## src/rtl/core/kqf_pkg.sv

```systemverilog
// kqf_pkg: constants, types and the arctangent table for the keypoint quad block.
// No dependencies. Imported by every module in rtl/core.
package kqf_pkg;

	localparam int COORD_WIDTH    = 16;
	localparam int CORDIC_STEPS   = 14;
	localparam int ATAN_LEN       = 20;
	localparam int CORDIC_ITERS   = (CORDIC_STEPS < ATAN_LEN) ? CORDIC_STEPS : ATAN_LEN;

	localparam int CW             = COORD_WIDTH;
	localparam int SQW            = 2 * CW + 1;          // squared edge length
	localparam int RATIO_BITS     = 16;
	localparam int QWW            = SQW + RATIO_BITS;    // q * w2
	localparam int REMW           = SQW + RATIO_BITS + 1;
	localparam int DLW            = SQW + 2 * RATIO_BITS + 1;
	localparam int VW             = CW + 3;              // signed direction vector
	localparam int PRESCALE_SHIFT = 20;
	localparam int XW             = CW + 24;             // CORDIC x/y
	localparam int ZW             = 20;                  // angle, Q.16 radians, signed
	localparam int EW             = ZW + 2;              // angle error
	localparam int HALF_PI_Q16    = 102944;
	localparam int ERR_MAX        = 32767;

	// stage at which each path delivers, counting the input register as stage 1
	localparam int RATIO_END      = 2 + RATIO_BITS;
	localparam int ANGLE_END      = 4 + CORDIC_ITERS;
	localparam int LATENCY        = (RATIO_END > ANGLE_END) ? RATIO_END : ANGLE_END;
	localparam int RATIO_PAD      = LATENCY - RATIO_END;
	localparam int ANGLE_PAD      = LATENCY - ANGLE_END;

	localparam logic [3:0] POINTS_QUAD    = 4'd4;
	localparam logic [3:0] COLOUR_LAST    = 4'd3;
	localparam logic [2:0] COLOUR_UNKNOWN = 3'd4;
	localparam logic [3:0] NUM_HERO       = 4'd1;
	localparam logic [3:0] NUM_PLAIN_LAST = 4'd7;
	localparam logic [3:0] NUM_BASE_BIG   = 4'd8;
	localparam logic [3:0] PLATE_BASE     = 4'd7;
	localparam logic [3:0] PLATE_NONE     = 4'd8;

	typedef logic signed [VW-1:0] vec_t;
	typedef logic signed [ZW-1:0] ang_t;

	typedef struct packed {
		logic [15:0] centre_x;
		logic [15:0] centre_y;
		logic [2:0]  colour_class;
		logic [3:0]  plate_name;
		logic        is_big;
		logic        valid_res;
		logic        quad_ok;
	} side_t;

	function automatic ang_t atan_q16(input int i);
		ang_t r;
		case (i)
			0:  r = ZW'(51472);
			1:  r = ZW'(30385);
			2:  r = ZW'(16055);
			3:  r = ZW'(8150);
			4:  r = ZW'(4091);
			5:  r = ZW'(2047);
			6:  r = ZW'(1024);
			7:  r = ZW'(512);
			8:  r = ZW'(256);
			9:  r = ZW'(128);
			10: r = ZW'(64);
			11: r = ZW'(32);
			12: r = ZW'(16);
			13: r = ZW'(8);
			14: r = ZW'(4);
			15: r = ZW'(2);
			16: r = ZW'(1);
			default: r = '0;
		endcase
		return r;
	endfunction

endpackage

```

## src/rtl/core/kqf_cordic.sv

```systemverilog
// kqf_cordic: pipelined vectoring CORDIC, atan2 in Q.16 radians, one rotation per stage.
// Depends on kqf_pkg.
module kqf_cordic (
	input  logic           clk,
	input  logic           en,
	input  kqf_pkg::vec_t  vx,
	input  kqf_pkg::vec_t  vy,
	output kqf_pkg::ang_t  angle
);
	import kqf_pkg::*;

	logic signed [XW-1:0] x_s [CORDIC_ITERS+1];
	logic signed [XW-1:0] y_s [CORDIC_ITERS+1];
	ang_t                 z_s [CORDIC_ITERS+1];
	logic                 zero_s [CORDIC_ITERS+1];
	logic signed [XW-1:0] x_in, y_in;

	assign x_in = XW'(vx) <<< PRESCALE_SHIFT;
	assign y_in = XW'(vy) <<< PRESCALE_SHIFT;

	// quadrant fold into the right half-plane
	always_ff @(posedge clk) begin
		if (en) begin
			zero_s[0] <= (vx == '0) && (vy == '0);
			if (x_in < 0) begin
				if (y_in >= 0) begin
					x_s[0] <= y_in;
					y_s[0] <= -x_in;
					z_s[0] <= ZW'(HALF_PI_Q16);
				end else begin
					x_s[0] <= -y_in;
					y_s[0] <= x_in;
					z_s[0] <= -ZW'(HALF_PI_Q16);
				end
			end else begin
				x_s[0] <= x_in;
				y_s[0] <= y_in;
				z_s[0] <= '0;
			end
		end
	end

	for (genvar k = 0; k < CORDIC_ITERS; k++) begin : g_rot
		logic signed [XW-1:0] xs, ys;
		assign xs = x_s[k] >>> k;
		assign ys = y_s[k] >>> k;

		always_ff @(posedge clk) begin
			if (en) begin
				zero_s[k+1] <= zero_s[k];
				if (y_s[k] > 0) begin
					x_s[k+1] <= x_s[k] + ys;
					y_s[k+1] <= y_s[k] - xs;
					z_s[k+1] <= z_s[k] + atan_q16(k);
				end else begin
					x_s[k+1] <= x_s[k] - ys;
					y_s[k+1] <= y_s[k] + xs;
					z_s[k+1] <= z_s[k] - atan_q16(k);
				end
			end
		end
	end

	assign angle = zero_s[CORDIC_ITERS] ? '0 : z_s[CORDIC_ITERS];

endmodule

```

## config.mk

```make
export PLATFORM = sky130hd
export DESIGN_NAME = kqf_cordic
export DESIGN_NICKNAME = d
export VERILOG_FILES = /design/src/rtl/core/kqf_pkg.sv /design/src/rtl/core/kqf_cordic.sv
export SDC_FILE = /design/constraint.sdc
export NUM_CORES = 2
export LEC_CHECK = 0
export ABC_AREA = 1
export BUFFER_PORTS_ARGS = -buffer_cell sky130_fd_sc_hd__buf_4
export CORE_MARGIN = 2
export CORE_UTILIZATION = 45
export CTS_BUF_LIST = sky130_fd_sc_hd__clkbuf_2 sky130_fd_sc_hd__clkbuf_4 sky130_fd_sc_hd__clkbuf_8
export CTS_CLUSTER_DIAMETER = 120
export DETAILED_ROUTE_END_ITERATION = 7
export PLACE_DENSITY = 0.62
export SYNTH_ARGS = -nofsm -noshare
export SYNTH_HDL_FRONTEND = slang
export SYNTH_SLANG_ARGS = --single-unit
```

## constraint.sdc

```tcl
create_clock -name clk -period 9 [get_ports clk]
set_input_delay 0.45 -clock clk [delete_from_list [all_inputs] [get_ports clk]]
set_output_delay 0.45 -clock clk [all_outputs]
set_load 0.02 [all_outputs]
```

### Word-level counts from Yosys, hierarchy flattened

Memory sizes are Yosys's and may differ from the RTL's.
Index checks and enable logic that the tools add are counted.

| word-level totals | value |
|---|---|
| RAM bits | 1515 |
| word-level logic and storage cells | 302 |
| input port bits | 40 |
| bits in latches | 0 |
| memories kept | 4 |
| output and inout port bits | 20 |
| register bits after elaboration | 0 |
| ROM bits | 0 |

Memories:

| name | words | width | read ports | clocked after memory_dff | wr ports | RTL line | text |
|---|---|---|---|---|---|---|---|
| x_s | 15 | 40 | 14 | 0 | 15 | kqf_cordic.sv:12 | `logic signed [XW-1:0] x_s [CORDIC_ITERS+1];` |
| y_s | 15 | 40 | 14 | 0 | 15 | kqf_cordic.sv:13 | `logic signed [XW-1:0] y_s [CORDIC_ITERS+1];` |
| z_s | 15 | 20 | 15 | 0 | 15 | kqf_cordic.sv:14 | `ang_t z_s [CORDIC_ITERS+1];` |
| zero_s | 15 | 1 | 15 | 0 | 15 | kqf_cordic.sv:15 | `logic zero_s [CORDIC_ITERS+1];` |

| operators by class | value |
|---|---|
| reductions and logical operators | 3 |
| equal/unequal tests | 0 |
| divide/modulo/power cells | 0 |
| shift operators | 0 |
| bitwise operators | 48 |
| $add $sub $neg | 85 |
| $lt $le $gt $ge | 16 |
| muxes and demuxes | 146 |
| multiply operators | 0 |

Operator list:

| operator | count |
|---|---|
| 2-to-1 mux 40 bit | 32 |
| greater-than comparator 40 x 1 -> 1 bit, second input constant | 14 |
| 2-to-1 mux 20 bit | 17 |
| 2-to-1 mux 1 bit | 97 |
| adder 40 x 27 -> 40 bit | 2 |
| adder 40 x 28 -> 40 bit | 2 |
| adder 40 x 29 -> 40 bit | 2 |
| adder 40 x 30 -> 40 bit | 2 |
| adder 40 x 31 -> 40 bit | 2 |
| adder 40 x 32 -> 40 bit | 2 |
| adder 40 x 33 -> 40 bit | 2 |
| adder 40 x 34 -> 40 bit | 2 |
| adder 40 x 35 -> 40 bit | 2 |
| adder 40 x 36 -> 40 bit | 2 |
| adder 40 x 37 -> 40 bit | 2 |
| adder 40 x 38 -> 40 bit | 2 |
| adder 40 x 39 -> 40 bit | 2 |
| negation 39 -> 40 bit | 2 |
| subtractor 40 x 27 -> 40 bit | 2 |
| subtractor 40 x 28 -> 40 bit | 2 |
| subtractor 40 x 29 -> 40 bit | 2 |
| subtractor 40 x 30 -> 40 bit | 2 |
| subtractor 40 x 31 -> 40 bit | 2 |
| subtractor 40 x 32 -> 40 bit | 2 |
| other kinds (40) | 98 |

### Longest topological paths before layout

| logic depth | value |
|---|---|
| word-level depth | 7 |
| depth in mapped cells | 31 |
| gate-level depth less buffers | 29 |

### Worst setup path before layout

Ideal clock, no wire load.

| timing path | value |
|---|---|
| path kind | reg2reg |
| start | memory y_s[0][210] (netlist bit) |
| end | memory y_s[0][274] (netlist bit) (data pin) |
| data arrival time | 4.270 ns |
| stages on the path, launching flop included | 30 |
| data required time | 8.741 ns |
| clock period less this slack | 4.529 ns |
| path slack | 4.471 ns |
| path buffers | 2 |
| library setup time | 0.259 ns |
| cell sequence | edfxtp_1 inv_1 ha_1 inv_1 nor3_4 nand2_2 nor2_2 nand2_2 nor2_4 nand2_2 nand2_4 nand2_4 buf_6 inv_2 buf_2 nor2_1 xnor2_1 inv_1 ha_1 inv_1 fa_1 o21ai_0 nand2_1 nand2_1 a21oi_1 o21ai_0 a21oi_1 o21ai_0 a21oi_1 xnor2_1 |

RTL lines:

| what | RTL line |
|---|---|
| start, declared | kqf_cordic.sv:13 |

==> summary.txt <==
First-pass GRT wire length - 507000 um
DRT Pass-1 Iters - 8
# port buffers - 58
Num CTS Buffers - 203
CP endpoint kind - flip-flop
Avg Inst Size Synth - 7.73 um2
Via count - 93600
Setup bufs post-CTS - 0
Mapped Nets - 14700
Netlist cell types - 74
Hold Vio Cnt, Final - 0
Minimum clock period after layout - 6.17 ns
Post-CTS Resized - 0
Routed WL per cell - 19.4 um
Core footprint - 232000 um2
TritonCTS clock tree - done
Die Ht - 487 um
CTS root buffer - clkbuf_8
Startpoint Class - flip-flop
Fill cells - 23000
Die X - 487 um
Nets@finish - 14900
Post-Route WL - 330000 um
Critical path arrival - 6.86 ns
Worst Hold Class - in -> reg
Most used DFF post-synth - edfxtp_1
Critical path class - reg -> reg
Setup violations, final - 0
Sequential element share of the synthesized area - 0.323
Failing checks - design-rule violations
Post-synth ARST share - 0
Yosys reg bits - 1129
Post-synth EDFFs - 1129
Row Count - 177
Initial antenna violation count - 7
Worst EP required - 9.69 ns
GRT Resource Usage Total - 0.271
Maximum number of pins on one net before global-route repair - 174
Sink Count - 1129
Unrepaired setup endpoints after global routing - false
Routability Congestion - 0.985
Antenna-violating nets left - 0
Initial Utilization - 0.452
Worst-path fanout max - 30
Rel. slew slack - 0.0781
GRT overflow - 0
Status - complete, but fails checks
I/O pin cnt - 60
Gate Count Post-Synth - 13600
Max Cap Viol - 0
Layout area overhead - 8.32%
Initial DRC count - 9291
Measured slew at the worst slew-check pin - 1.37 ns
DRC - 1
Fmax achieved - 0.162 GHz
Post-DP HPWL - 272000 um
Skew-Pair Late Insertion Delay - 0.99 ns
Via/cell ratio - 5.51
Setup TNS - 0 ns
Ys Warns - 0
Vias in the first global route - 87500
CTS HTree Levels - 4
CTS clk-pin slew, worst paths - 0.07 ns
Final worst-path cycle share - 0.686
Die area - 237000 um2
Final Skew - 0.0864 ns
Worst hold-check slack - 0.350 ns
Mapped Area - 105000 um2
Bufs on Longest Clock Path - 3
Max Slew Vio Count - 0
Layout cells sized above 1 - 0.0378
-- per-layer routing --
layer  routed length, um  vias up  global-route usage
li1                    -    46500                   -
met1              153000    43500               0.392
met2              145000     3160               0.423
met3               24100      444              0.0385
met4                7920        0              0.0683
met5                   0        -                   0
-- layout by cell type (no fill, tap or decap), drive strengths merged, types with 266 or more instances in the layout --
| cell | netlist | routed |
|---|---|---|
| nand3 | 437 | 437 |
| nor2 | 1530 | 1530 |
| a21oi | 1284 | 1284 |
| nor3 | 266 | 266 |
| o21ai | 841 | 841 |
| edfxtp | 1129 | 1129 |
| inv | 1945 | 1950 |
| xor2 | 1092 | 1092 |
| ha | 999 | 999 |
| nand2 | 2368 | 2368 |
| xnor2 | 437 | 437 |
-- metrics by stage --
stage          setup slack, ns  utilization  cell area (um2)  std cells
5_1_grt                   2.31        0.490           114000      17000
4_1_cts                   2.87        0.490           114000      17000
2_1_floorplan             4.47            -           105000      13600
3_5_place_dp              2.90        0.469           109000      16600
6_report                  2.83        0.490           114000      17000
3_3_place_gp              2.97        0.469           109000      16600
-- cells by family (layout without fill, tap and decap cells) --
group | Yosys count | count (layout) | share of synthesized area
simple gates | 4951 | 4951 | 0.196
mux | 2 | 2 | 0.000191
compound gates | 2858 | 2858 | 0.153
xor+xnor | 1530 | 1530 | 0.128
buf+inv | 2083 | 2458 | 0.0753
other cells | 1 | 5 | 0.0000357
fa+ha+maj | 1030 | 1030 | 0.125
flops | 1129 | 1129 | 0.323
-- critical path, stage by stage (launching register included) --
cell      delay, ns
edfxtp_1       0.50
inv_1          0.09
nand2_1        0.06
or3_1          0.34
nor4_1         1.05
nand2_1        0.16
nand2_1        0.12
nand2_1        0.09
inv_1          0.36
buf_4          0.42
nor2_1         0.10
xor2_1         0.13
inv_1          0.08
ha_1           0.36
nand3_1        0.10
nand2_1        0.26
nand2_1        0.09
nand2_1        0.15
a21oi_1        0.11
o21ai_0        0.33
a21oi_1        0.16
or2_2          0.33
a21oi_1        0.22
nand2_1        0.10
nand3_1        0.08
nand2_1        0.05
-- path summary, 6_finish.rpt --
| path | from | end | slack (ns) | cells after the start |
|---|---|---|---|---|
| setup / recovery | y_s[1][112] | y_s[1][150] | 2.83 | 25 |
| hold / removal | vx[0] | x_s[0][20] | 0.35 | 4 |
| setup reg to reg | y_s[1][112] | y_s[1][150] | 2.83 | 25 |
| hold reg to reg | z_s[1][26] | z_s[1][46] | 0.41 | 0 |
-- synthesized netlist by cell type (38+ instances only) --
cell type / number / area, um2
nor4_1: 119 / 744
nand4_1: 121 / 757
o221ai_1: 48 / 420
xnor2_1: 437 / 3830
o21a_1: 80 / 601
nand2_1: 2347 / 8810
ha_1: 999 / 12500
inv_1: 1934 / 7260
o21ai_0: 820 / 4100
nor2_1: 1513 / 5680
xor2_1: 1092 / 9560
edfxtp_1: 1129 / 33900
a21oi_1: 1284 / 6430
o211ai_1: 52 / 390
a21o_1: 49 / 368
nor3_1: 251 / 1260
clkbuf_1: 80 / 300
buf_2: 38 / 190
a31oi_1: 235 / 1470
o31ai_1: 88 / 661
a21boi_0: 45 / 338
nand3_1: 435 / 2180
-- what timing repair did --
action / in CTS / in global routing
endpoints found under the hold margin: 68 / 0
setup endpoints to repair: 0 / 0
hold buffers: 60 / 0
-- cell type report --
type,count,area [um2],area share
Clock buffer,242,3110,0.0274
Inverter,1950,7320,0.0644
Timing Repair Buffer,154,1350,0.0119
Multi-Input combinational cell,10400,63200,0.556
Antenna cell,4,10.0,0.0000880
Sequential cell,1129,33900,0.298
Clock inverter,112,1040,0.00912
Tap cell,3043,3810,0.0335
-- sequential cells by signal, indices dropped and copies added, names as in the netlist --
name	flops
z_s	262
x_s	397
zero_s	15
y_s	455
Power is left out: the tool's default activity adds up to more than one toggle a clock period on the data nets, which glitch-free logic cannot reach.
