### config.mk
export PLATFORM = sky130hd
export DESIGN_NAME = kqf_err
export DESIGN_NICKNAME = d
export VERILOG_FILES = /design/src/rtl/core/kqf_pkg.sv /design/src/rtl/core/kqf_err.sv
export SDC_FILE = /design/constraint.sdc
export NUM_CORES = 1
export LEC_CHECK = 0
export BUFFER_PORTS_ARGS = -buffer_cell sky130_fd_sc_hd__buf_2
export CORE_UTILIZATION = 60
export DETAILED_ROUTE_END_ITERATION = 8
export PLACE_DENSITY = 0.82
export SETUP_SLACK_MARGIN = 0.05
export SYNTH_ARGS = -nofsm -noshare
export SYNTH_HDL_FRONTEND = slang
export SYNTH_SLANG_ARGS = --single-unit
### constraint.sdc
create_clock -name clk -period 12.34 [get_ports clk]
set_input_delay 1.234 -clock clk [delete_from_list [all_inputs] [get_ports clk]]
set_output_delay 1.234 -clock clk [all_outputs]
set_load 0.1 [all_outputs]
### src/rtl/core/kqf_pkg.sv
// kqf_pkg: constants, types and the arctangent table for the keypoint quad block.
// No dependencies. Imported by every module in rtl/core.
package kqf_pkg;

	localparam int COORD_WIDTH    = 16;
	localparam int CORDIC_STEPS   = 14;
	localparam int ATAN_LEN       = 20;
	localparam int CORDIC_ITERS   = (CORDIC_STEPS < ATAN_LEN) ? CORDIC_STEPS : ATAN_LEN;

	localparam int CW             = COORD_WIDTH;
	localparam int SQW            = 2 * CW + 1;          // squared edge length
	localparam int RATIO_BITS     = 16;
	localparam int QWW            = SQW + RATIO_BITS;    // q * w2
	localparam int REMW           = SQW + RATIO_BITS + 1;
	localparam int DLW            = SQW + 2 * RATIO_BITS + 1;
	localparam int VW             = CW + 3;              // signed direction vector
	localparam int PRESCALE_SHIFT = 20;
	localparam int XW             = CW + 24;             // CORDIC x/y
	localparam int ZW             = 20;                  // angle, Q.16 radians, signed
	localparam int EW             = ZW + 2;              // angle error
	localparam int HALF_PI_Q16    = 102944;
	localparam int ERR_MAX        = 32767;

	// stage at which each path delivers, counting the input register as stage 1
	localparam int RATIO_END      = 2 + RATIO_BITS;
	localparam int ANGLE_END      = 4 + CORDIC_ITERS;
	localparam int LATENCY        = (RATIO_END > ANGLE_END) ? RATIO_END : ANGLE_END;
	localparam int RATIO_PAD      = LATENCY - RATIO_END;
	localparam int ANGLE_PAD      = LATENCY - ANGLE_END;

	localparam logic [3:0] POINTS_QUAD    = 4'd4;
	localparam logic [3:0] COLOUR_LAST    = 4'd3;
	localparam logic [2:0] COLOUR_UNKNOWN = 3'd4;
	localparam logic [3:0] NUM_HERO       = 4'd1;
	localparam logic [3:0] NUM_PLAIN_LAST = 4'd7;
	localparam logic [3:0] NUM_BASE_BIG   = 4'd8;
	localparam logic [3:0] PLATE_BASE     = 4'd7;
	localparam logic [3:0] PLATE_NONE     = 4'd8;

	typedef logic signed [VW-1:0] vec_t;
	typedef logic signed [ZW-1:0] ang_t;

	typedef struct packed {
		logic [15:0] centre_x;
		logic [15:0] centre_y;
		logic [2:0]  colour_class;
		logic [3:0]  plate_name;
		logic        is_big;
		logic        valid_res;
		logic        quad_ok;
	} side_t;

	function automatic ang_t atan_q16(input int i);
		ang_t r;
		case (i)
			0:  r = ZW'(51472);
			1:  r = ZW'(30385);
			2:  r = ZW'(16055);
			3:  r = ZW'(8150);
			4:  r = ZW'(4091);
			5:  r = ZW'(2047);
			6:  r = ZW'(1024);
			7:  r = ZW'(512);
			8:  r = ZW'(256);
			9:  r = ZW'(128);
			10: r = ZW'(64);
			11: r = ZW'(32);
			12: r = ZW'(16);
			13: r = ZW'(8);
			14: r = ZW'(4);
			15: r = ZW'(2);
			16: r = ZW'(1);
			default: r = '0;
		endcase
		return r;
	endfunction

endpackage

### src/rtl/core/kqf_err.sv
// kqf_err: side angle error against roll, larger of the two, rounded to Q3.12.
// Depends on kqf_pkg.
module kqf_err (
	input  logic           clk,
	input  logic           en,
	input  kqf_pkg::ang_t  roll,
	input  kqf_pkg::ang_t  left_ang,
	input  kqf_pkg::ang_t  right_ang,
	output logic [14:0]    rect_error
);
	import kqf_pkg::*;

	logic signed [EW-1:0] el, er;
	logic [EW-1:0]        ml, mr;
	logic [EW-1:0]        max_s1;
	logic [EW:0]          rounded;

	assign el = EW'(left_ang)  - EW'(roll) - EW'(HALF_PI_Q16);
	assign er = EW'(right_ang) - EW'(roll) - EW'(HALF_PI_Q16);
	assign ml = (el < 0) ? EW'(-el) : EW'(el);
	assign mr = (er < 0) ? EW'(-er) : EW'(er);

	always_ff @(posedge clk) begin
		if (en) begin
			max_s1 <= (mr > ml) ? mr : ml;
		end
	end

	assign rounded = ((EW+1)'(max_s1) + (EW+1)'(8)) >> 4;

	always_ff @(posedge clk) begin
		if (en) begin
			rect_error <= (rounded > (EW+1)'(ERR_MAX)) ? 15'(ERR_MAX) : 15'(rounded);
		end
	end

endmodule

== Yosys cells after proc, flatten, opt, wreduce, memory -nomap -nowiden ==
Index checks and enable logic that the tools add are counted.
Widths: inputs -> output; s select.

* Add/sub/neg operators: 7
* Order comparisons: 4
* Multiplexer cells: 3

{| class="wikitable"
|+ Operators by type and width
! operator !! count
|-
| $mux 22 || 3
|-
| $lt 22x1->1 const B || 2
|-
| $neg 22->22 || 2
|-
| $sub 21x18->22 const B || 2
|-
| $sub 20x20->21 || 2
|-
| $add 22x4->23 const B || 1
|-
| $gt 22x22->1 || 1
|-
| $gt 19x15->1 const B || 1
|}

* Bits in registers: 37
* Input bits: 62
* Logic and storage cells: 16

== Logic depth before layout (Yosys ltp) ==
Gate-level depths: netlist of the first run.

* Depth after elaboration: 6
* Mapped depth: 27
* Gate-level depth less buffers: 24

== Least setup slack after synthesis of the first run ==
OpenSTA, ideal clock, no wires.

* Path type: in2reg
* From: input roll[1]
* To: register max_s1[15] (data pin)
* Library setup time: 260 ps
* Arrival time: 6035 ps
* Data required time: 12080 ps
* Setup slack: 6045 ps
* Stages: 20
* Buffers on the path: 1
* Cells stage by stage: inv_1 > ha_1 > ha_1 > fa_1 > a211oi_1 > nand4_1 > a211oi_1 > nor2_1 > or4b_4 > or4_4 > o41ai_4 > xnor2_1 > ha_1 > a21o_1 > a21o_1 > a21oi_1 > a31oi_1 > o21ai_0 > dlygate4sd1_1 > mux2_2

* Cells in the longest elaborated chain, start to end: 6
* Elaborated cells on any way between the ends: 12
* Classes of those cells: 6 x add/sub; 3 x order compare; 3 x mux

{| class="wikitable"
|+ RTL lines
! what !! RTL line !! RTL
|-
| start, declared || kqf_err.sv:6 || <nowiki>input kqf_pkg::ang_t roll,</nowiki>
|-
| $sub 20x20->21 (on tied branches) || kqf_err.sv:19, kqf_err.sv:18 ||
|-
| $sub 21x18->22 (on tied branches) || kqf_err.sv:19, kqf_err.sv:18 ||
|-
| $neg 22->22, or another cell as far along || kqf_err.sv:21 || <nowiki>assign mr = (er < 0) ? EW'(-er) : EW'(er);</nowiki>
|-
| $mux 22 (on tied branches) || kqf_err.sv:21, kqf_err.sv:20 ||
|-
| $gt 22x22->1 || kqf_err.sv:25 || <nowiki>max_s1 <= (mr > ml) ? mr : ml;</nowiki>
|-
| $mux 22 (*) || kqf_err.sv:25 ||
|-
| end signal, assigned || kqf_err.sv:25 ||
|-
| end, declared || kqf_err.sv:15 || <nowiki>logic [EW-1:0] max_s1;</nowiki>
|}

Every way passes the cells marked *; elsewhere a longest branch is shown, timed or not.
A chain may end at the register's enable or synchronous reset.

== Worst setup path after layout of the first run ==
* From: input roll[1]
* To: register max_s1[17] (data pin)

Same word-level chain as after synthesis.

==> results of run 1 <==
## critical path: cells and delay by family
kind	cells	cell delay, ns
AO/OA/AOI/OAI	10	3.31
XOR/XNOR	1	0.22
adder cells (fa/ha/maj)	4	1.29
buffers and inverters	3	0.19
multiplexers	1	0.42
AND/OR/NAND/NOR	3	0.29
## registers in the layout (all words and copies together), names as in the netlist
| signal | cells |
|---|---|
| max_s1 | 19 |
| rect_error | 15 |
## per-layer routing
layer  wire length, microns  vias up  global-route usage
li1                       -     2959                   -
met1                   6951     2773              0.3656
met2                   7611      182              0.5161
met3                    607       33             0.01123
met4                    460        0              0.1087
met5                      0        -                   0
## layout make-up
cell class / count / share of cell area
Clock buffer: 6 / 0.01060
Clock inverter: 2 / 0.001280
Inverter: 109 / 0.05978
Multi-Input combinational cell: 615 / 0.6965
Sequential cell: 34 / 0.1492
Tap cell: 136 / 0.02486
Timing Repair Buffer: 78 / 0.05777
## worst max-delay path by stage
stage	from	slack (ns)	depth (start not counted)	to
after global placement	roll[1]	5.28	20	max_s1[17]
final	roll[1]	5.42	22	max_s1[17]
after global routing	roll[1]	5.03	23	max_s1[15]
after CTS	roll[1]	5.46	22	max_s1[17]
after floorplan	roll[1]	6.05	20	max_s1[15]
after detailed placement	roll[1]	5.18	22	max_s1[15]
## logic make-up (layout without fill, tap and decap cells)
logic type / after synthesis / after routing / share of synthesized area
compound gates: 195 / 195 / 0.2192
xor+xnor: 74 / 74 / 0.1022
fa+ha+maj: 107 / 107 / 0.2135
buf+inv: 136 / 195 / 0.08798
flops: 34 / 34 / 0.1610
mux: 24 / 24 / 0.03867
simple gates: 215 / 215 / 0.1775
## synth_stat cells, types with 5 or more instances
library cell,count
or2_2,5
o2111ai_1,7
mux2i_1,20
nand4_1,12
and3_1,8
o21a_1,8
nor2b_1,5
nand2b_1,8
clkbuf_1,18
inv_1,109
nand2_1,63
a211oi_1,10
o21ai_0,28
or3_1,9
edfxtp_1,34
o31ai_1,8
o211ai_1,9
a211o_1,8
or4_1,6
nor2_1,33
nor4_1,5
nor3_1,14
a21o_1,21
nand3_1,25
a31oi_1,5
xor2_1,32
xnor2_1,42
a21oi_1,47
ha_1,105
## power by group
group          switching [W]  internal [W]  leakage, nW
Sequential         0.0000287      0.000190        0.315
Combinational       0.000446      0.000287         2.83
Clock              0.0000379     0.0000387       0.0426
## per-stage QoR
step / instances / total power [W]
after floorplan: 785 / 0.0007808
after global placement: 972 / 0.0009080
after detailed placement: 972 / 0.0009426
after CTS: 980 / 0.001022
after global routing: 980 / 0.001114
final: 980 / 0.001028
## cell usage in the layout (no fill, tap or decap), types with 21 or more instances in the layout
cell      netlist  final
buf_2           1     76
xnor2_1        42     42
a21o_1         21     21
edfxtp_1       34     34
inv_1         109    109
a21oi_1        47     47
xor2_1         32     32
nand2_1        63     63
o21ai_0        28     27
nand3_1        25     25
nor2_1         33     33
ha_1          105    105
==> results.cfg, run 1 <==
[status]
status = complete, no violations

[timing]
drv_slew = 0
setup_slack_ns = 5.422
timing.final.crit_share = 0.5606
fin_crit_ns = 6.918
rsz0062_at_grt = no
final.setup_skew_ns = 0.003345
slew_headroom = 0.2196
fmax_mhz = 144.5
finalSetupViolations = 0
fin_tns_setup_ns = 0
final_hold_viol_count = 0
worstMarginPinSlew_ns = 1.170
hold_ws_ns = 0.5965

[final_layout]
multi_input_area_sq_mm = 0.004767
seq_area_sq_mm = 0.001021
fill_cells = 892
nets = 1012
finalInstanceArea_sq_mm = 0.006844
postLayoutCoreUtil = 0.6659
antenna_cells = 0
drive_above_1_share = 0.1386
area_growth_pct = 7.911

[power]
cellPowerDensity_mw_per_mm2 = 150.2
ir_worst_vdd_mv = 0.09847
p_leak_nw = 3.183

[synth]
synth_flop_cell = edfxtp_1
ys_seq_area_frac = 0.1610
synth-edff-count = 34
syn-instance-count = 785
synth_top_area_cell = ha_1
synth_top_cell_area_share = 0.2071
ys_async_sr_fraction = 0
ys_ff_latch = 34
yosys-top-cells-area = ha_1 21%, edfxtp_1 16%, inv_1 6.5%
avgSynthCellArea_sq_um = 8.079
yosysUniqueCellTypes = 76
synthesis.area_sq_mm = 0.006342
yosysWarningCount = 0
synth_nets = 954

[hold_path]
holdPathStages = 2
min_from = max_s1[13]
whs_endpoint = rect_error[9]
hold_class = flip-flop to flip-flop

[global_routing]
grt_max_degree = 35
antenna_found_initial = 0
grt_pass1_vias = 5763
grt_pass1_wl_mm = 26.21
grtUsageTotal = 0.2880
gr-total-overflow = 0

[setup_path]
cp_cell_sequence = buf_2 > inv_1 > ha_1 > ha_1 > fa_1 > a211oi_2 > o21ai_1 > a21oi_2 > nor2_1 > o211ai_1 > a22o_1 > o21ai_0 > xor2_1 > inv_1 > ha_1 > nand3_1 > nor2_1 > o31a_1 > o21ai_0 > a31oi_1 > o21ai_2 > mux2_2
crit_arrival_ns = 6.95
crit_path_end_kind = flip-flop
path_class = input pin to flip-flop
worstReg2RegStart = max_s1[3]
cp_slowest_cell = o21ai_2
worstReg2RegEnd = rect_error[3]
crit_top_cell = ha_1
startpoint_type = input pin
max_stage_delay_ns = 0.91
r2r_cells = 9
required_ns = 12.37
r2r_setup_slack_ns = 10.02
cp_max_fo = 20

[detailed_routing]
wl_per_cell_microns = 15.95
detail-route-antenna-nets = 0
totalWireLength_mm = 15.63
dr.pass1.iters = 4
vias_per_cell = 6.068
drc = 0
drt_iter0_drc = 322
dr_total_vias = 5947

[clocking]
clock_latency_ns = 0.28
clkSlewWorstSetupHoldPaths_ns = 0.07
postCtsSetupRepairBufs = 0
cts_buffer_depth = 2
cts_buffers = 5
cts_tree = done
htreeDepth = 2
cts-root-buf = clkbuf_8
numClockSinks = 34
post_cts_resized = 0
cts_hold_buffers = 0

[floorplan]
die_area_sq_mm = 0.01099
die_height_microns = 104.8
core-area_sq_mm = 0.01028
io_pins = 77
initial_core_util = 0.6171
die_w_microns = 104.8
rows = 37

[place]
postPlaceCellArea_sq_mm = 0.006763
port_buffers = 76
place.gp.congestion = 0.9359
hpwl_mm = 13.29
dpl_worst_slack_ns = 5.179

[run]
maxCapViolCount = 0
Power figures use the tool's default switching activity.
==> inputs of run 2 (changes only) <==
==> constraint.sdc (replaced) <==
create_clock -name clk -period 7.04 [get_ports clk]
set_input_delay 0.704 -clock clk [delete_from_list [all_inputs] [get_ports clk]]
set_output_delay 0.704 -clock clk [all_outputs]
set_load 0.1 [all_outputs]
==> run 2 against run 1 <==
Flip-flop and latch count stayed put. Clock skew is 0.00064 ns lower. Critical endpoint unchanged. Largest power group unchanged. Via count is 0.57% lower. Clock power is 64% higher. Combinational power is 76% higher. Critical path type unchanged. Hold slack better by 0.016 ns. Critical path depth stayed put. Worst setup slack worse by 4.7 ns.
==> results.cfg, run 2 (same netlist as run 1, synthesis figures left out) <==
[power]
ir_worst_vdd_mv = 0.1823
seq_power_share = 0.213
p_leak_nw = 3.183
p_int_w = 0.0009007
power.share.clock = 0.070
comb_power_share = 0.717
switchingPower_w = 0.0008983
swShare = 0.4993
cellPowerDensity_mw_per_mm2 = 262.9
power_w = 0.001799

[final_layout]
layout_commonest_cell = inv_1
drive_above_1_share = 0.1388
antenna_cells = 0
mostFrequentLayoutCells = 109 x inv_1, 105 x ha_1, 76 x buf_2, 63 x nand2_1, 47 x a21oi_1
area_growth_pct = 7.891
largest_register_ffs = 19
top_regs = max_s1: 19 flops, rect_error: 15 flops
nets = 1013
largest_register = max_s1

[floorplan]
initial_core_util = 0.6171
io_pins = 77
die_height_microns = 104.8
die_w_microns = 104.8
rows = 37
core-area_sq_mm = 0.01028
die_area_sq_mm = 0.01099

[timing]
drv_slew = 0
final_hold_viol_count = 0
timing.final.crit_share = 0.8992
finalSetupViolations = 0
rsz0062_at_grt = no
fin_crit_ns = 6.330
fmax_mhz = 158.0
worstMarginPinSlew_ns = 1.173
slew_headroom = 0.2181
final.setup_skew_ns = 0.002708
setup_slack_ns = 0.7097
fin_tns_setup_ns = 0

[setup_path]
crit_arrival_ns = 6.36
cp_max_fo = 20
required_ns = 7.07
startpoint_type = input pin
worstReg2RegStart = max_s1[3]
path_class = input pin to flip-flop
worstReg2RegEnd = rect_error[3]
crit_path_end_kind = flip-flop
r2r_cells = 9
r2r_setup_slack_ns = 4.74

[detailed_routing]
detail-route-antenna-nets = 0
vias_per_cell = 6.040
dr_total_vias = 5913
drc = 0
drt_iter0_drc = 275
totalWireLength_mm = 15.71
wl_per_cell_microns = 16.05
dr.pass1.iters = 5

[clocking]
postCtsSetupRepairBufs = 0
htreeDepth = 2
cts_buffers = 5
numClockSinks = 34
cts_buffer_depth = 2
cts-root-buf = clkbuf_8
clkSlewWorstSetupHoldPaths_ns = 0.06
clock_latency_ns = 0.28
post_cts_resized = 0
cts_hold_buffers = 0
cts_tree = done

[place]
port_buffers = 76
hpwl_mm = 13.38
place.gp.congestion = 0.8788
dpl_worst_slack_ns = 0.4839

[hold_path]
hold_class = flip-flop to flip-flop
holdPathStages = 2
whs_endpoint = rect_error[12]
min_from = max_s1[16]

[global_routing]
grt_pass1_vias = 5819
gr-total-overflow = 0
antenna_found_initial = 0
grt_max_degree = 35
grtUsageTotal = 0.2882
grt_pass1_wl_mm = 26.14

[run]
maxCapViolCount = 0

[status]
status = complete, no violations
-- run 2: cell types whose count changed in the layout (fill, tap and decap cells not counted) --
cell | previous run | this run
clkbuf_1 | 1 | 0
buf_4 | 2 | 3
clkinv_2 | 1 | 0
-- run 2: stage by stage --
step	hold slack (ns)	utilization	instance area (sq um)	std cells
6_report	0.6120	0.6658	6843	979
5_1_grt	0.6295	0.6658	6843	979
4_1_cts	0.6139	0.6658	6843	979
3_5_place_dp	0.6004	0.6588	6770	973
3_3_place_gp	0.5565	0.6588	6770	973
2_1_floorplan	0.5374	-	6342	785
-- run 2: final cells by class --
cell class / instances / area, sq um
multi-input combinational: 615 / 4767
fill: 959 / 3435
sequential: 34 / 1021
inverter: 109 / 409.1
timing repair buffer: 79 / 402.9
tap: 136 / 170.2
clock buffer: 5 / 68.82
clock inverter: 1 / 3.754
-- run 2: power groups by stage --
stage	clock network (W)	logic [W]	registers [W]
floorplan	0	0.000909	0.000460
global placement	0	0.00121	0.000377
detailed placement	0	0.00127	0.000386
CTS	0.000129	0.00127	0.000382
global route	0.000134	0.00141	0.000393
finish	0.000126	0.00129	0.000383
-- run 2: critical path, cell delays in order --
cell,delay [ns]
buf_2,0.07
inv_1,0.04
ha_1,0.29
ha_1,0.23
fa_1,0.46
a211oi_2,0.38
o21ai_1,0.16
a21oi_2,0.25
nor2_1,0.09
o211ai_1,0.22
a22o_1,0.43
o21ai_0,0.19
xor2_1,0.24
inv_1,0.08
ha_1,0.32
nand3_1,0.16
nor2_1,0.08
o31a_1,0.31
o21ai_0,0.18
a31oi_1,0.12
o21ai_2,0.90
mux2_2,0.42
-- run 2: routing by layer --
metal  GRT usage  up-vias  part of all wire
met1      0.3453     2744              0.44
met4      0.1278        0             0.039
met5           0        -                 0
met2      0.5270      174              0.49
met3     0.01809       44             0.038
li1            -     2951                 -
-- run 2: worst max-delay path by stage --
stage / from / cells past startpoint / end / slack (ns)
6_report: roll[1] / 22 / max_s1[17] / 0.71
5_1_grt: roll[6] / 21 / max_s1[17] / 0.32
2_1_floorplan: roll[1] / 20 / max_s1[15] / 1.28
4_1_cts: roll[1] / 22 / max_s1[17] / 0.76
3_3_place_gp: roll[1] / 22 / max_s1[21] / 0.60
3_5_place_dp: roll[1] / 22 / max_s1[17] / 0.48
==> inputs of run 3 (changes only) <==
--- a/config.mk
+++ b/config.mk
@@ -6,6 +6,7 @@
 export NUM_CORES = 1
 export LEC_CHECK = 0
 export BUFFER_PORTS_ARGS = -buffer_cell sky130_fd_sc_hd__buf_2
+export CORE_MARGIN = 4
 export CORE_UTILIZATION = 60
 export DETAILED_ROUTE_END_ITERATION = 8
 export PLACE_DENSITY = 0.82
==> run 3 against run 2 <==
Sequential share of layout area down 0.095 points. Combinational power about the same. Sequential power about the same. Flip-flop and latch count unchanged. Final cell count up 0.31%. First-iteration DRC count up 27%. Global-route usage down 3.2 points. Routed wire length up 3.9%. Critical path depth down 1. Hold slack worse by 0.018 ns. Largest cell class unchanged. Highest routed layer unchanged.
==> results.cfg, run 3 (same netlist as run 1, synthesis figures left out) <==
[timing]
fmax_mhz = 163.2
fin_tns_setup_ns = 0
timing.final.crit_share = 0.8704
final_hold_viol_count = 0
final.setup_skew_ns = 0.003117
drv_slew = 0
rsz0062_at_grt = no
slew_headroom = 0.2609
finalSetupViolations = 0
fin_crit_ns = 6.128
worstMarginPinSlew_ns = 1.095

[clocking]
cts_hold_buffers = 0
clkSlewWorstSetupHoldPaths_ns = 0.07
cts_buffers = 5
htreeDepth = 2
cts-root-buf = clkbuf_8
cts_tree = done
clock_latency_ns = 0.28
numClockSinks = 34
cts_buffer_depth = 2
postCtsSetupRepairBufs = 0
post_cts_resized = 0

[setup_path]
r2r_cells = 9
crit_arrival_ns = 6.25
cp_max_fo = 13
crit_path_end_kind = flip-flop
required_ns = 7.16
path_class = input pin to flip-flop
startpoint_type = input pin

[final_layout]
nets = 1014
antenna_cells = 0
mostFrequentLayoutCells = 109 x inv_1, 105 x ha_1, 76 x buf_2, 63 x nand2_1, 47 x a21oi_1
largest_register = max_s1
finalInstanceArea_sq_mm = 0.006887
drive_above_1_share = 0.1430
top_regs = max_s1: 19 flops, rect_error: 15 flops
layout_commonest_cell = inv_1
fill_cells = 895
area_growth_pct = 8.581
largest_register_ffs = 19

[floorplan]
io_pins = 77
initial_core_util = 0.6143
core-area_sq_mm = 0.01032
die_area_sq_mm = 0.01228
die_height_microns = 110.8
die_w_microns = 110.8
rows = 37

[power]
ir_worst_vdd_mv = 0.1921
cellPowerDensity_mw_per_mm2 = 269.9
power_w = 0.001859
p_leak_nw = 3.208

[detailed_routing]
detail-route-antenna-nets = 0
drc = 0
totalWireLength_mm = 16.33
dr.pass1.iters = 5
drt_iter0_drc = 348
vias_per_cell = 6.123
wl_per_cell_microns = 16.63
dr_total_vias = 6013

[run]
maxCapViolCount = 0

[place]
hpwl_mm = 13.97
port_buffers = 76
postPlaceCellArea_sq_mm = 0.006778
place.gp.congestion = 0.9962

[global_routing]
grt_pass1_wl_mm = 27.10
grt_pass1_vias = 5840
gr-total-overflow = 0
grtUsageTotal = 0.2561
antenna_found_initial = 0
grt_max_degree = 35

[status]
status = complete, no violations

[hold_path]
holdPathStages = 2
hold_class = flip-flop to flip-flop
## run 3: changes by cell type in the layout (fill, tap and decap cells not counted)
cell       previous run  this run
buf_4                 3         4
clkinv_2              0         2
bufinv_16             0         1
clkinv_1              1         0
## run 3: where the power goes
group | internal [W] | leakage, nW | switching, W
combinational | 0.000507 | 2.84 | 0.000797
sequential | 0.000332 | 0.315 | 0.0000483
clock | 0.000104 | 0.0579 | 0.0000699
total | 0.000943 | 3.21 | 0.000916
## run 3: worst paths after layout
check	from	to	slack, ns
max	roll[1]	max_s1[6]	0.91
min	max_s1[16]	rect_error[12]	0.59
max reg2reg	max_s1[3]	rect_error[3]	4.67
min reg2reg	max_s1[16]	rect_error[12]	0.59
## run 3: per-stage QoR
stage	hold slack, ns	instances	util	worst slack (ns)
after floorplan	0.5374	785	-	1.275
after global placement	0.5665	974	0.6565	0.8200
after detailed placement	0.5797	974	0.6565	0.7134
after CTS	0.5974	982	0.6671	0.9747
after global routing	0.6146	982	0.6671	0.5383
final	0.5939	982	0.6671	0.9124
## run 3: worst max-delay path, stage by stage
cell and delay, ns:
buf_2 0.07, inv_1 0.04, ha_1 0.29, ha_1 0.23, fa_1 0.47, a211oi_1 0.30
nand4_1 0.13, a211oi_1 0.25, nor2_1 0.17, or4b_4 0.59, or4_4 0.46, o41ai_4 0.23
xnor2_1 0.25, ha_1 0.32, a21o_1 0.17, a21o_1 0.17, a21oi_1 0.15, a31oi_1 0.11
o21ai_2 0.58, buf_4 0.32, mux2i_1 0.23
## run 3: layout make-up
cell class,count,area [sq um],area share
timing repair buffer,80,410.4,0.05959
clock inverter,3,40.04,0.005814
tap,136,170.2,0.02471
inverter,109,409.1,0.05941
clock buffer,5,68.82,0.009993
multi-input combinational,615,4767,0.6922
sequential,34,1021,0.1483
## run 3: routing by layer
metal  track usage  wire (microns)  up-vias
met5             0               0        -
met4       0.07635             422        0
met3       0.01365             624       31
met2        0.4684            8095      192
met1        0.3233            7187     2830
li1              -               -     2960
